--- config.mk ---
export PLATFORM = sky130hd
export DESIGN_NAME = circle_waypoint_generator_flat
export DESIGN_NICKNAME = d
export VERILOG_FILES = /design/src/rtl/cwg_pkg.sv /design/src/rtl/cwg_if.sv /design/src/rtl/circle_waypoint_generator.sv /design/src/flat_wrapper.sv
export SDC_FILE = /design/constraint.sdc
export NUM_CORES = 2
export LEC_CHECK = 0
export BUFFER_PORTS_ARGS = -buffer_cell sky130_fd_sc_hd__buf_2
export CAP_MARGIN = 25
export CORE_ASPECT_RATIO = 0.8
export CORE_MARGIN = 4
export CORE_UTILIZATION = 37
export DETAILED_ROUTE_END_ITERATION = 12
export PLACE_DENSITY_LB_ADDON = 0.3
export SLEW_MARGIN = 20
export SYNTH_ARGS = -nofsm -noshare
export SYNTH_HDL_FRONTEND = slang
export SYNTH_SLANG_ARGS = --single-unit
export TNS_END_PERCENT = 20
--- constraint.sdc ---
create_clock -name clk -period 9.2 [get_ports clk]
set_input_delay 1.38 -clock clk [delete_from_list [all_inputs] [get_ports clk]]
set_output_delay 1.38 -clock clk [all_outputs]
set_load 0.01 [all_outputs]
--- src/rtl/cwg_pkg.sv ---
// cwg_pkg: widths, constants, register indexes, sequencer states and the
// arctangent table shared by the circle waypoint generator files.
// No dependencies.
package cwg_pkg;

    localparam int COORD_W      = 32;
    localparam int INDEX_W      = 6;
    localparam int RADIUS_W     = 10;
    localparam int COUNT_W      = 6;
    localparam int CFG_IDX_W    = 2;
    localparam int CFG_DATA_W   = 10;
    localparam int ANGLE_W      = 16;
    localparam int CORDIC_W     = 34;
    localparam int PROD_W       = RADIUS_W + 1 + CORDIC_W;
    localparam int SUM_W        = PROD_W + 1;
    localparam int ATAN_IDX_W   = 5;
    localparam int ATAN_W       = 32;
    localparam int ROUND_SHIFT  = 14;

    localparam int DEF_MAX_POINTS   = 63;
    localparam int DEF_CORDIC_STEPS = 16;

    localparam logic signed [CORDIC_W-1:0] CORDIC_START_X = 34'sd652032874;
    localparam logic [PROD_W-1:0]          ROUND_BIAS     = PROD_W'(8192);
    localparam logic [RADIUS_W-1:0]        RADIUS_RESET   = 10'd1;
    localparam logic [COUNT_W-1:0]         COUNT_RESET    = 6'd8;

    typedef enum logic [CFG_IDX_W-1:0] {
        REG_RADIUS = 2'd0,
        REG_COUNT  = 2'd1
    } cwg_reg_e;

    typedef enum logic [2:0] {
        ST_IDLE,
        ST_ORIGIN,
        ST_DIVIDE,
        ST_ROTATE,
        ST_MUL_X,
        ST_MUL_Y,
        ST_ADD_Y,
        ST_EMIT
    } cwg_state_t;

    // atan(2^-k) in units of 2^-32 turn
    function automatic logic [ATAN_W-1:0] cwg_atan(input logic [ATAN_IDX_W-1:0] k);
        logic [ATAN_W-1:0] v;
        case (k)
            5'd0:    v = 32'd536870912;
            5'd1:    v = 32'd316933406;
            5'd2:    v = 32'd167458907;
            5'd3:    v = 32'd85004756;
            5'd4:    v = 32'd42667331;
            5'd5:    v = 32'd21354465;
            5'd6:    v = 32'd10679838;
            5'd7:    v = 32'd5340245;
            5'd8:    v = 32'd2670163;
            5'd9:    v = 32'd1335087;
            5'd10:   v = 32'd667544;
            5'd11:   v = 32'd333772;
            5'd12:   v = 32'd166886;
            5'd13:   v = 32'd83443;
            5'd14:   v = 32'd41722;
            5'd15:   v = 32'd20861;
            5'd16:   v = 32'd10430;
            5'd17:   v = 32'd5215;
            5'd18:   v = 32'd2608;
            5'd19:   v = 32'd1304;
            5'd20:   v = 32'd652;
            5'd21:   v = 32'd326;
            5'd22:   v = 32'd163;
            5'd23:   v = 32'd81;
            default: v = '0;
        endcase
        return v;
    endfunction

endpackage

--- src/rtl/cwg_if.sv ---
// Valid/ready channel interfaces for the circle waypoint generator:
// origin input, waypoint output and register write port.
// Depends on cwg_pkg.
interface cwg_in_if import cwg_pkg::*; ();
    logic                      valid;
    logic                      ready;
    logic signed [COORD_W-1:0] origin_x;
    logic signed [COORD_W-1:0] origin_y;

    modport source (output valid, origin_x, origin_y, input ready);
    modport sink   (input valid, origin_x, origin_y, output ready);
endinterface

interface cwg_out_if import cwg_pkg::*; ();
    logic                      valid;
    logic                      ready;
    logic signed [COORD_W-1:0] goal_x;
    logic signed [COORD_W-1:0] goal_y;
    logic [INDEX_W-1:0]        goal_index;
    logic                      last_goal;

    modport source (output valid, goal_x, goal_y, goal_index, last_goal, input ready);
    modport sink   (input valid, goal_x, goal_y, goal_index, last_goal, output ready);
endinterface

interface cwg_cfg_if import cwg_pkg::*; ();
    logic                  valid;
    logic                  ready;
    logic [CFG_IDX_W-1:0]  index;
    logic [CFG_DATA_W-1:0] data;

    modport source (output valid, index, data, input ready);
    modport sink   (input valid, index, data, output ready);
endinterface

--- src/rtl/circle_waypoint_generator.sv ---
// Circle waypoint generator top level: sequencer, serial angle divider,
// iterative CORDIC and shared radius multiplier.
// Depends on cwg_pkg and the channel interfaces in cwg_if.sv.

// One origin beat yields the origin itself followed by point_count waypoints
// on a circle of circle_radius around it, the final beat flagged last_goal.
// The block takes one origin at a time and is busy until its final beat has
// been loaded into the output register. The point count is clamped to
// MAX_POINTS. Per point, the sequencer runs the bit-serial divide for the
// 16-bit angle, CORDIC_STEPS rotation steps, the shared radius multiply
// and saturating add, and the output load, which waits out output stalls.
// Register writes are taken at any time and must only be issued while idle.
module circle_waypoint_generator import cwg_pkg::*; #(
    parameter int MAX_POINTS   = DEF_MAX_POINTS,
    parameter int CORDIC_STEPS = DEF_CORDIC_STEPS
) (
    input  logic      clk,
    input  logic      rst_n,
    cwg_cfg_if.sink   cfg,
    cwg_in_if.sink    origin,
    cwg_out_if.source goal
);

    localparam int STEP_W = $clog2((CORDIC_STEPS > ANGLE_W) ? CORDIC_STEPS : ANGLE_W);
    localparam logic [STEP_W-1:0]  DIV_LAST = STEP_W'(ANGLE_W - 1);
    localparam logic [STEP_W-1:0]  ROT_LAST = STEP_W'(CORDIC_STEPS - 1);
    localparam logic [INDEX_W-1:0] N_LIMIT  = INDEX_W'(MAX_POINTS);

    cwg_state_t state_reg, state_next;

    logic [RADIUS_W-1:0] radius_reg;
    logic [COUNT_W-1:0]  count_reg;

    logic [INDEX_W-1:0]  n_reg, n_next;
    logic [INDEX_W-1:0]  i_reg, i_next;
    logic [STEP_W-1:0]   step_reg, step_next;
    logic                goal_valid_reg, goal_valid_next;

    logic signed [COORD_W-1:0]  ox_reg, ox_next;
    logic signed [COORD_W-1:0]  oy_reg, oy_next;
    logic [RADIUS_W-1:0]        r_reg, r_next;
    logic [INDEX_W-1:0]         rem_reg, rem_next;
    logic [ANGLE_W-1:0]         quot_reg, quot_next;
    logic [1:0]                 quad_reg, quad_next;
    logic signed [CORDIC_W-1:0] x_reg, x_next;
    logic signed [CORDIC_W-1:0] y_reg, y_next;
    logic signed [CORDIC_W-1:0] z_reg, z_next;
    logic signed [PROD_W-1:0]   prod_reg, prod_next;
    logic signed [COORD_W-1:0]  gx_reg, gx_next;
    logic signed [COORD_W-1:0]  gy_reg, gy_next;
    logic signed [COORD_W-1:0]  goal_x_reg, goal_x_next;
    logic signed [COORD_W-1:0]  goal_y_reg, goal_y_next;
    logic [INDEX_W-1:0]         goal_index_reg, goal_index_next;
    logic                       last_goal_reg, last_goal_next;

    logic                       out_free;
    logic                       in_ready;
    logic                       load_beat;
    logic                       point_last;
    logic [INDEX_W-1:0]         i_inc;

    logic [INDEX_W:0]           rem_shift;
    logic                       rem_fits;
    logic [ANGLE_W-1:0]         quot_step;

    logic signed [CORDIC_W-1:0] dx, dy, atan_k;
    logic signed [CORDIC_W-1:0] cos_v, sin_v, mul_op;
    logic signed [PROD_W-1:0]   rounded;
    logic signed [COORD_W-1:0]  add_origin;
    logic signed [SUM_W-1:0]    sum;
    logic [SUM_W-COORD_W:0]     sum_hi;
    logic signed [COORD_W-1:0]  sat_val;

    assign out_free   = !goal_valid_reg || goal.ready;
    assign i_inc      = i_reg + INDEX_W'(1);
    assign point_last = (i_inc == n_reg);

    // next state
    always_comb
    begin
        state_next = state_reg;
        case (state_reg)
            ST_IDLE:
            begin
                if (origin.valid)
                    state_next = ST_ORIGIN;
            end
            ST_ORIGIN:
            begin
                if (out_free)
                    state_next = (n_reg == '0) ? ST_IDLE : ST_DIVIDE;
            end
            ST_DIVIDE:
            begin
                if (step_reg == DIV_LAST)
                    state_next = ST_ROTATE;
            end
            ST_ROTATE:
            begin
                if (step_reg == ROT_LAST)
                    state_next = ST_MUL_X;
            end
            ST_MUL_X: state_next = ST_MUL_Y;
            ST_MUL_Y: state_next = ST_ADD_Y;
            ST_ADD_Y: state_next = ST_EMIT;
            ST_EMIT:
            begin
                if (out_free)
                    state_next = point_last ? ST_IDLE : ST_DIVIDE;
            end
            default: state_next = ST_IDLE;
        endcase
    end

    // sequencer outputs
    always_comb
    begin
        in_ready  = 1'b0;
        load_beat = 1'b0;
        case (state_reg)
            ST_IDLE:   in_ready  = 1'b1;
            ST_ORIGIN: load_beat = out_free;
            ST_EMIT:   load_beat = out_free;
            default:
            begin
                in_ready  = 1'b0;
                load_beat = 1'b0;
            end
        endcase
    end

    assign origin.ready = in_ready;
    assign cfg.ready    = 1'b1;

    // divider step: one quotient bit of (i << 16) / n
    assign rem_shift = {rem_reg, 1'b0};
    assign rem_fits  = (rem_shift >= {1'b0, n_reg});
    assign quot_step = {quot_reg[ANGLE_W-2:0], rem_fits};

    // CORDIC step
    assign dx     = y_reg >>> step_reg;
    assign dy     = x_reg >>> step_reg;
    assign atan_k = $signed({{(CORDIC_W-ATAN_W){1'b0}}, cwg_atan(ATAN_IDX_W'(step_reg))});

    always_comb
    begin
        case (quad_reg)
            2'd0:
            begin
                cos_v = x_reg;
                sin_v = y_reg;
            end
            2'd1:
            begin
                cos_v = -y_reg;
                sin_v = x_reg;
            end
            2'd2:
            begin
                cos_v = -x_reg;
                sin_v = -y_reg;
            end
            default:
            begin
                cos_v = y_reg;
                sin_v = -x_reg;
            end
        endcase
    end

    // shared multiplier and round/add/saturate
    assign mul_op     = (state_reg == ST_MUL_X) ? cos_v : sin_v;
    assign rounded    = (prod_reg + $signed(ROUND_BIAS)) >>> ROUND_SHIFT;
    assign add_origin = (state_reg == ST_MUL_Y) ? ox_reg : oy_reg;
    assign sum        = SUM_W'(add_origin) + SUM_W'(rounded);
    assign sum_hi     = sum[SUM_W-1:COORD_W-1];

    always_comb
    begin
        if ((&sum_hi) || !(|sum_hi))
            sat_val = sum[COORD_W-1:0];
        else if (sum[SUM_W-1])
            sat_val = {1'b1, {(COORD_W-1){1'b0}}};
        else
            sat_val = {1'b0, {(COORD_W-1){1'b1}}};
    end

    // datapath next values
    always_comb
    begin
        n_next          = n_reg;
        i_next          = i_reg;
        step_next       = step_reg;
        ox_next         = ox_reg;
        oy_next         = oy_reg;
        r_next          = r_reg;
        rem_next        = rem_reg;
        quot_next       = quot_reg;
        quad_next       = quad_reg;
        x_next          = x_reg;
        y_next          = y_reg;
        z_next          = z_reg;
        prod_next       = prod_reg;
        gx_next         = gx_reg;
        gy_next         = gy_reg;
        goal_x_next     = goal_x_reg;
        goal_y_next     = goal_y_reg;
        goal_index_next = goal_index_reg;
        last_goal_next  = last_goal_reg;
        goal_valid_next = goal_valid_reg && !goal.ready;

        case (state_reg)
            ST_IDLE:
            begin
                if (origin.valid)
                begin
                    ox_next = origin.origin_x;
                    oy_next = origin.origin_y;
                    n_next  = (count_reg > N_LIMIT) ? N_LIMIT : count_reg;
                    r_next  = radius_reg;
                    i_next  = '0;
                end
            end
            ST_ORIGIN:
            begin
                if (out_free)
                begin
                    goal_x_next     = ox_reg;
                    goal_y_next     = oy_reg;
                    goal_index_next = '0;
                    last_goal_next  = (n_reg == '0);
                    rem_next        = i_reg;
                    quot_next       = '0;
                    step_next       = '0;
                end
            end
            ST_DIVIDE:
            begin
                rem_next  = rem_fits ? INDEX_W'(rem_shift - {1'b0, n_reg})
                                     : rem_shift[INDEX_W-1:0];
                quot_next = quot_step;
                step_next = step_reg + STEP_W'(1);
                if (step_reg == DIV_LAST)
                begin
                    quad_next = quot_step[ANGLE_W-1:ANGLE_W-2];
                    z_next    = $signed({{(CORDIC_W-ANGLE_W-ANGLE_W+2){1'b0}},
                                         quot_step[ANGLE_W-3:0], {ANGLE_W{1'b0}}});
                    x_next    = CORDIC_START_X;
                    y_next    = '0;
                    step_next = '0;
                end
            end
            ST_ROTATE:
            begin
                step_next = step_reg + STEP_W'(1);
                if (!z_reg[CORDIC_W-1])
                begin
                    x_next = x_reg - dx;
                    y_next = y_reg + dy;
                    z_next = z_reg - atan_k;
                end
                else
                begin
                    x_next = x_reg + dx;
                    y_next = y_reg - dy;
                    z_next = z_reg + atan_k;
                end
            end
            ST_MUL_X:
            begin
                prod_next = $signed({1'b0, r_reg}) * mul_op;
            end
            ST_MUL_Y:
            begin
                prod_next = $signed({1'b0, r_reg}) * mul_op;
                gx_next   = sat_val;
            end
            ST_ADD_Y:
            begin
                gy_next = sat_val;
            end
            ST_EMIT:
            begin
                if (out_free)
                begin
                    goal_x_next     = gx_reg;
                    goal_y_next     = gy_reg;
                    goal_index_next = i_inc;
                    last_goal_next  = point_last;
                    i_next          = i_inc;
                    rem_next        = i_inc;
                    quot_next       = '0;
                    step_next       = '0;
                end
            end
            default:
            begin
                step_next = '0;
            end
        endcase

        if (load_beat)
            goal_valid_next = 1'b1;
    end

    // control registers
    always_ff @(posedge clk or negedge rst_n)
    begin
        if (!rst_n)
        begin
            state_reg      <= ST_IDLE;
            goal_valid_reg <= 1'b0;
            radius_reg     <= RADIUS_RESET;
            count_reg      <= COUNT_RESET;
            n_reg          <= '0;
            i_reg          <= '0;
            step_reg       <= '0;
        end
        else
        begin
            state_reg      <= state_next;
            goal_valid_reg <= goal_valid_next;
            n_reg          <= n_next;
            i_reg          <= i_next;
            step_reg       <= step_next;
            if (cfg.valid)
            begin
                case (cfg.index)
                    REG_RADIUS: radius_reg <= cfg.data[RADIUS_W-1:0];
                    REG_COUNT:  count_reg  <= cfg.data[COUNT_W-1:0];
                    default:    radius_reg <= radius_reg;
                endcase
            end
        end
    end

    // payload registers
    always_ff @(posedge clk)
    begin
        ox_reg         <= ox_next;
        oy_reg         <= oy_next;
        r_reg          <= r_next;
        rem_reg        <= rem_next;
        quot_reg       <= quot_next;
        quad_reg       <= quad_next;
        x_reg          <= x_next;
        y_reg          <= y_next;
        z_reg          <= z_next;
        prod_reg       <= prod_next;
        gx_reg         <= gx_next;
        gy_reg         <= gy_next;
        goal_x_reg     <= goal_x_next;
        goal_y_reg     <= goal_y_next;
        goal_index_reg <= goal_index_next;
        last_goal_reg  <= last_goal_next;
    end

    assign goal.valid      = goal_valid_reg;
    assign goal.goal_x     = goal_x_reg;
    assign goal.goal_y     = goal_y_reg;
    assign goal.goal_index = goal_index_reg;
    assign goal.last_goal  = last_goal_reg;

endmodule

--- src/flat_wrapper.sv ---
// flat-port wrapper written by rule: the top's interface ports become plain ports
module circle_waypoint_generator_flat import cwg_pkg::*;
#(
    parameter int MAX_POINTS   = DEF_MAX_POINTS,
    parameter int CORDIC_STEPS = DEF_CORDIC_STEPS
)
  (clk, rst_n, cfg_valid, cfg_index, cfg_data, cfg_ready, origin_valid, origin_origin_x, origin_origin_y, origin_ready, goal_valid, goal_goal_x, goal_goal_y, goal_goal_index, goal_last_goal, goal_ready);
  cwg_cfg_if cfg_i ();
  cwg_in_if origin_i ();
  cwg_out_if goal_i ();
  input  logic clk;
  input  logic rst_n;
  input wire logic [$bits(cfg_i.valid)-1:0] cfg_valid;
  input wire logic [$bits(cfg_i.index)-1:0] cfg_index;
  input wire logic [$bits(cfg_i.data)-1:0] cfg_data;
  output wire logic [$bits(cfg_i.ready)-1:0] cfg_ready;
  input wire logic [$bits(origin_i.valid)-1:0] origin_valid;
  input wire logic [$bits(origin_i.origin_x)-1:0] origin_origin_x;
  input wire logic [$bits(origin_i.origin_y)-1:0] origin_origin_y;
  output wire logic [$bits(origin_i.ready)-1:0] origin_ready;
  output wire logic [$bits(goal_i.valid)-1:0] goal_valid;
  output wire logic [$bits(goal_i.goal_x)-1:0] goal_goal_x;
  output wire logic [$bits(goal_i.goal_y)-1:0] goal_goal_y;
  output wire logic [$bits(goal_i.goal_index)-1:0] goal_goal_index;
  output wire logic [$bits(goal_i.last_goal)-1:0] goal_last_goal;
  input wire logic [$bits(goal_i.ready)-1:0] goal_ready;
  assign cfg_i.valid = cfg_valid;
  assign cfg_i.index = cfg_index;
  assign cfg_i.data = cfg_data;
  assign cfg_ready = cfg_i.ready;
  assign origin_i.valid = origin_valid;
  assign origin_i.origin_x = origin_origin_x;
  assign origin_i.origin_y = origin_origin_y;
  assign origin_ready = origin_i.ready;
  assign goal_valid = goal_i.valid;
  assign goal_goal_x = goal_i.goal_x;
  assign goal_goal_y = goal_i.goal_y;
  assign goal_goal_index = goal_i.goal_index;
  assign goal_last_goal = goal_i.last_goal;
  assign goal_i.ready = goal_ready;
  circle_waypoint_generator #(.MAX_POINTS(MAX_POINTS), .CORDIC_STEPS(CORDIC_STEPS)) u_core (.clk(clk), .rst_n(rst_n), .cfg(cfg_i), .origin(origin_i), .goal(goal_i));
endmodule
==> flow_metrics.env <==
export IMPL_synth_enable_flop_cells=366
export IMPL_grt_pass1_vias=32800
export IMPL_layout_min_cycle_time_ns=8.67
export IMPL_grt_setup_unrepaired="no"
export IMPL_max_cap_violations=0
export IMPL_horiz_die_dim_um=385
export IMPL_final_hold_viol_count=0
export IMPL_post_cts_resized_instances=0
export IMPL_final_layout_size_suffix_gt1_frac=0.118
export IMPL_core_region_area_sq_mm=0.113
export IMPL_timing_critical_path_from_type="flop"
export IMPL_detail_route_antenna_nets=0
export IMPL_dpl_instance_area_sq_mm=0.0447
export IMPL_achievable_frequency_mhz=115
export IMPL_route_vias_total=33500
export IMPL_post_synth_inst_count=4520
export IMPL_min_path_type="flop to flop"
export IMPL_post_drt_wl_per_cell_um=19.2
export IMPL_gpl_final_weighted_congestion=0.885
export IMPL_worst_path_max_fanout=10
export IMPL_post_drt_via_cell_ratio=5.46
export IMPL_min_from="u_core.radius_reg[1]$_DFFE_PN0P_"
export IMPL_drc_errors=0
export IMPL_stdcell_count=6140
export IMPL_r2r_start="u_core.y_reg[1]$_SDFFCE_PN0P_"
export IMPL_finish_instance_area_sq_mm=0.0463
export IMPL_dr_pass1_iters=6
export IMPL_layout_filler_cells=11200
export IMPL_num_io_pins=155
export IMPL_fin_setup_tns_ns=0
export IMPL_total_global_route_track_usage=0.195
export IMPL_cp_data_required_time_ns=9.57
export IMPL_io_buffers=153
export IMPL_postSynthRegisterBits=402
export IMPL_cts_root_buf="sky130_fd_sc_hd__clkbuf_16"
export IMPL_total_number_of_clock_tree_sinks=402
export IMPL_min_delay_path_depth=0
export IMPL_floorplan_initialDensity=0.374
export IMPL_clock_insertion_delay_worst_skew_ns=0.63
export IMPL_grt_max_degree=96
export IMPL_postSynthAreaPerCell_sq_um=9.32
export IMPL_status="finished, final reports clean"
export IMPL_min_to="u_core.r_reg[1]$_DFFE_PP_"
export IMPL_reg2reg_capture_point="u_core.prod_reg[43]$_DFFE_PP_"
export IMPL_dpl_hpwl_um=88300
export IMPL_detail_route_wirelength_um=118000
export IMPL_syn2layout_area_growth_pct=9.86
export IMPL_first_pass_grt_wire_length_um=187000
export IMPL_max_slew_worst_pin_slew_ns=1.02
export IMPL_final_max_slew_viol_count=0
export IMPL_finalCritPeriodShare=0.943
export IMPL_report_final_setup_viol=0
export IMPL_clock_path_buffers=3
export IMPL_critical_path_top_cell_by_count="sky130_fd_sc_hd__fa_1"
export IMPL_synth_sequential_area_ratio=0.282
export IMPL_cts_inserted_buffers=47
export IMPL_globalRouteOverflowTotal=0
export IMPL_fin_skew_ns=0.0444
export IMPL_cts_reportedPaths_clkPinSlew_ns=0.06
export IMPL_cp_slowest_cell="sky130_fd_sc_hd__nor2_1"
export IMPL_cts_repair_timing_setup_buffer_count=0
export IMPL_category_of_the_critical_setup_timing_path="flop to flop"
export IMPL_cp_data_arrival_time_ns=9.04
export IMPL_dieArea_sq_mm=0.119
export IMPL_slowest_delay_ns=0.59
export IMPL_synthesis_area_sq_mm=0.0421
export IMPL_dominantRegCellSynth="sky130_fd_sc_hd__edfxtp_1"
export IMPL_rr_worst_depth=29
export IMPL_core_rowCount=110
export IMPL_initialDrtViolationCount=3250
export IMPL_syn_num_nets=5137
export IMPL_synth_distinct_cells=107
export IMPL_final_critical_path_setup_slack_ns=0.526
export IMPL_hold_buffers_post_cts=0
export IMPL_placedCellCount=6052
export IMPL_die_h_um=310
export IMPL_yosysWarnings=0
export IMPL_antennaDiodeCount=0
export IMPL_worst_slew_margin_rel=0.322
export IMPL_cts_tree="yes"
export IMPL_worst_setup_path_end_kind="flop"
export IMPL_place_worst_setup_slack_ns=0.678
export IMPL_h_tree_depth=2
export IMPL_synth_async_reset_ratio=0.0896
export IMPL_num_nets_final=5207
export IMPL_antenna_found_initial=6
export IMPL_startpoint="u_core.y_reg[1]$_SDFFCE_PN0P_"
export IMPL_internal_reg_to_reg_setup_slack_ns=0.53
[area by class of cell]
cell class                 instances  area (sq um)  share of cell area
timing repair buffer             260          1590              0.0343
tap                             1512          1890              0.0409
sequential                       402         11900               0.257
multi-input combinational       3481         27800               0.600
clock inverter                    27           362             0.00781
inverter                         398          1490              0.0323
clock buffer                      60          1260              0.0273
[cell families (layout without fill, tap and decap cells)]
group | count (synthesis) | in the layout | share of synthesized area
fa+ha+maj | 544 | 544 | 0.213
simple gates | 1484 | 1484 | 0.168
xor+xnor | 318 | 318 | 0.0661
mux | 207 | 207 | 0.0724
compound gates | 927 | 927 | 0.138
other cells | 1 | 1 | 0.0000890
buf+inv | 637 | 745 | 0.0600
flops | 402 | 402 | 0.282
[how the worst max path moves through the flow]
stage / endpoint / slack [ns]
global placement: u_core.prod_reg[43]$_DFFE_PP_ / 0.73
global route: u_core.prod_reg[39]$_DFFE_PP_ / 0.001
detailed placement: u_core.prod_reg[39]$_DFFE_PP_ / 0.68
floorplan: u_core.prod_reg[40]$_DFFE_PP_ / 1.45
CTS: u_core.prod_reg[39]$_DFFE_PP_ / 0.62
finish: u_core.prod_reg[43]$_DFFE_PP_ / 0.53
[metrics by stage]
stage / hold slack, ns / util
global placement: 0.410 / 0.396
global route: 0.455 / 0.411
detailed placement: 0.420 / 0.396
finish: 0.442 / 0.411
floorplan: 0.400 / -
CTS: 0.446 / 0.411
[cell usage after synthesis, types with 25 or more instances]
cell,n,share of area
sky130_fd_sc_hd__clkbuf_1,158,0.014
sky130_fd_sc_hd__buf_1,39,0.0035
sky130_fd_sc_hd__nand4_1,33,0.0049
sky130_fd_sc_hd__a21oi_1,305,0.036
sky130_fd_sc_hd__dfrtp_1,34,0.020
sky130_fd_sc_hd__nor2b_1,34,0.0050
sky130_fd_sc_hd__o21ai_0,209,0.025
sky130_fd_sc_hd__o21bai_1,27,0.0048
sky130_fd_sc_hd__nand3_1,71,0.0084
sky130_fd_sc_hd__and2_1,175,0.026
sky130_fd_sc_hd__edfxtp_1,366,0.26
sky130_fd_sc_hd__mux2i_1,59,0.014
sky130_fd_sc_hd__inv_1,397,0.035
sky130_fd_sc_hd__nand2b_1,38,0.0056
sky130_fd_sc_hd__nor3_1,57,0.0068
sky130_fd_sc_hd__and3_1,40,0.0059
sky130_fd_sc_hd__mux2_2,78,0.021
sky130_fd_sc_hd__fa_1,293,0.14
sky130_fd_sc_hd__xor2_1,126,0.026
sky130_fd_sc_hd__mux4_2,59,0.032
sky130_fd_sc_hd__nand2_1,659,0.059
sky130_fd_sc_hd__o31ai_1,25,0.0045
sky130_fd_sc_hd__xnor2_1,192,0.040
sky130_fd_sc_hd__a21o_1,92,0.016
sky130_fd_sc_hd__a31oi_1,39,0.0058
sky130_fd_sc_hd__a211oi_1,37,0.0066
sky130_fd_sc_hd__ha_1,243,0.072
sky130_fd_sc_hd__o21a_1,29,0.0052
sky130_fd_sc_hd__nor2_1,253,0.023
[placed cells by master (no fill, tap or decap), drive strengths merged, types with 71 or more instances in the layout]
| cell type | n |
|---|---|
| mux2 | 81 |
| buf | 260 |
| xnor2 | 192 |
| and2 | 179 |
| nand3 | 71 |
| fa | 293 |
| xor2 | 126 |
| a21oi | 306 |
| inv | 398 |
| a21o | 92 |
| edfxtp | 366 |
| nand2 | 662 |
| nor2 | 254 |
| ha | 243 |
| o21ai | 211 |
[metal layers]
metal	vias up	GRT usage	routed length, um
met5	-	0	11
met4	2	0.0392	2100
met3	134	0.0368	8680
met2	1096	0.295	50500
met1	16400	0.292	56300
li1	15900	-	-
[critical path, delay by kind of cell (launching register included)]
kind	cells	cell delay [ns]
adder cells (fa/ha/maj)	7	3.12
AO/OA/AOI/OAI	8	1.42
AND/OR/NAND/NOR	8	2.73
flip-flops	1	0.55
XOR/XNOR	1	0.08
buffers and inverters	5	0.49
Power is not shown: default switching activity piles up to over one toggle a cycle in this logic, so the estimate is an artifact.
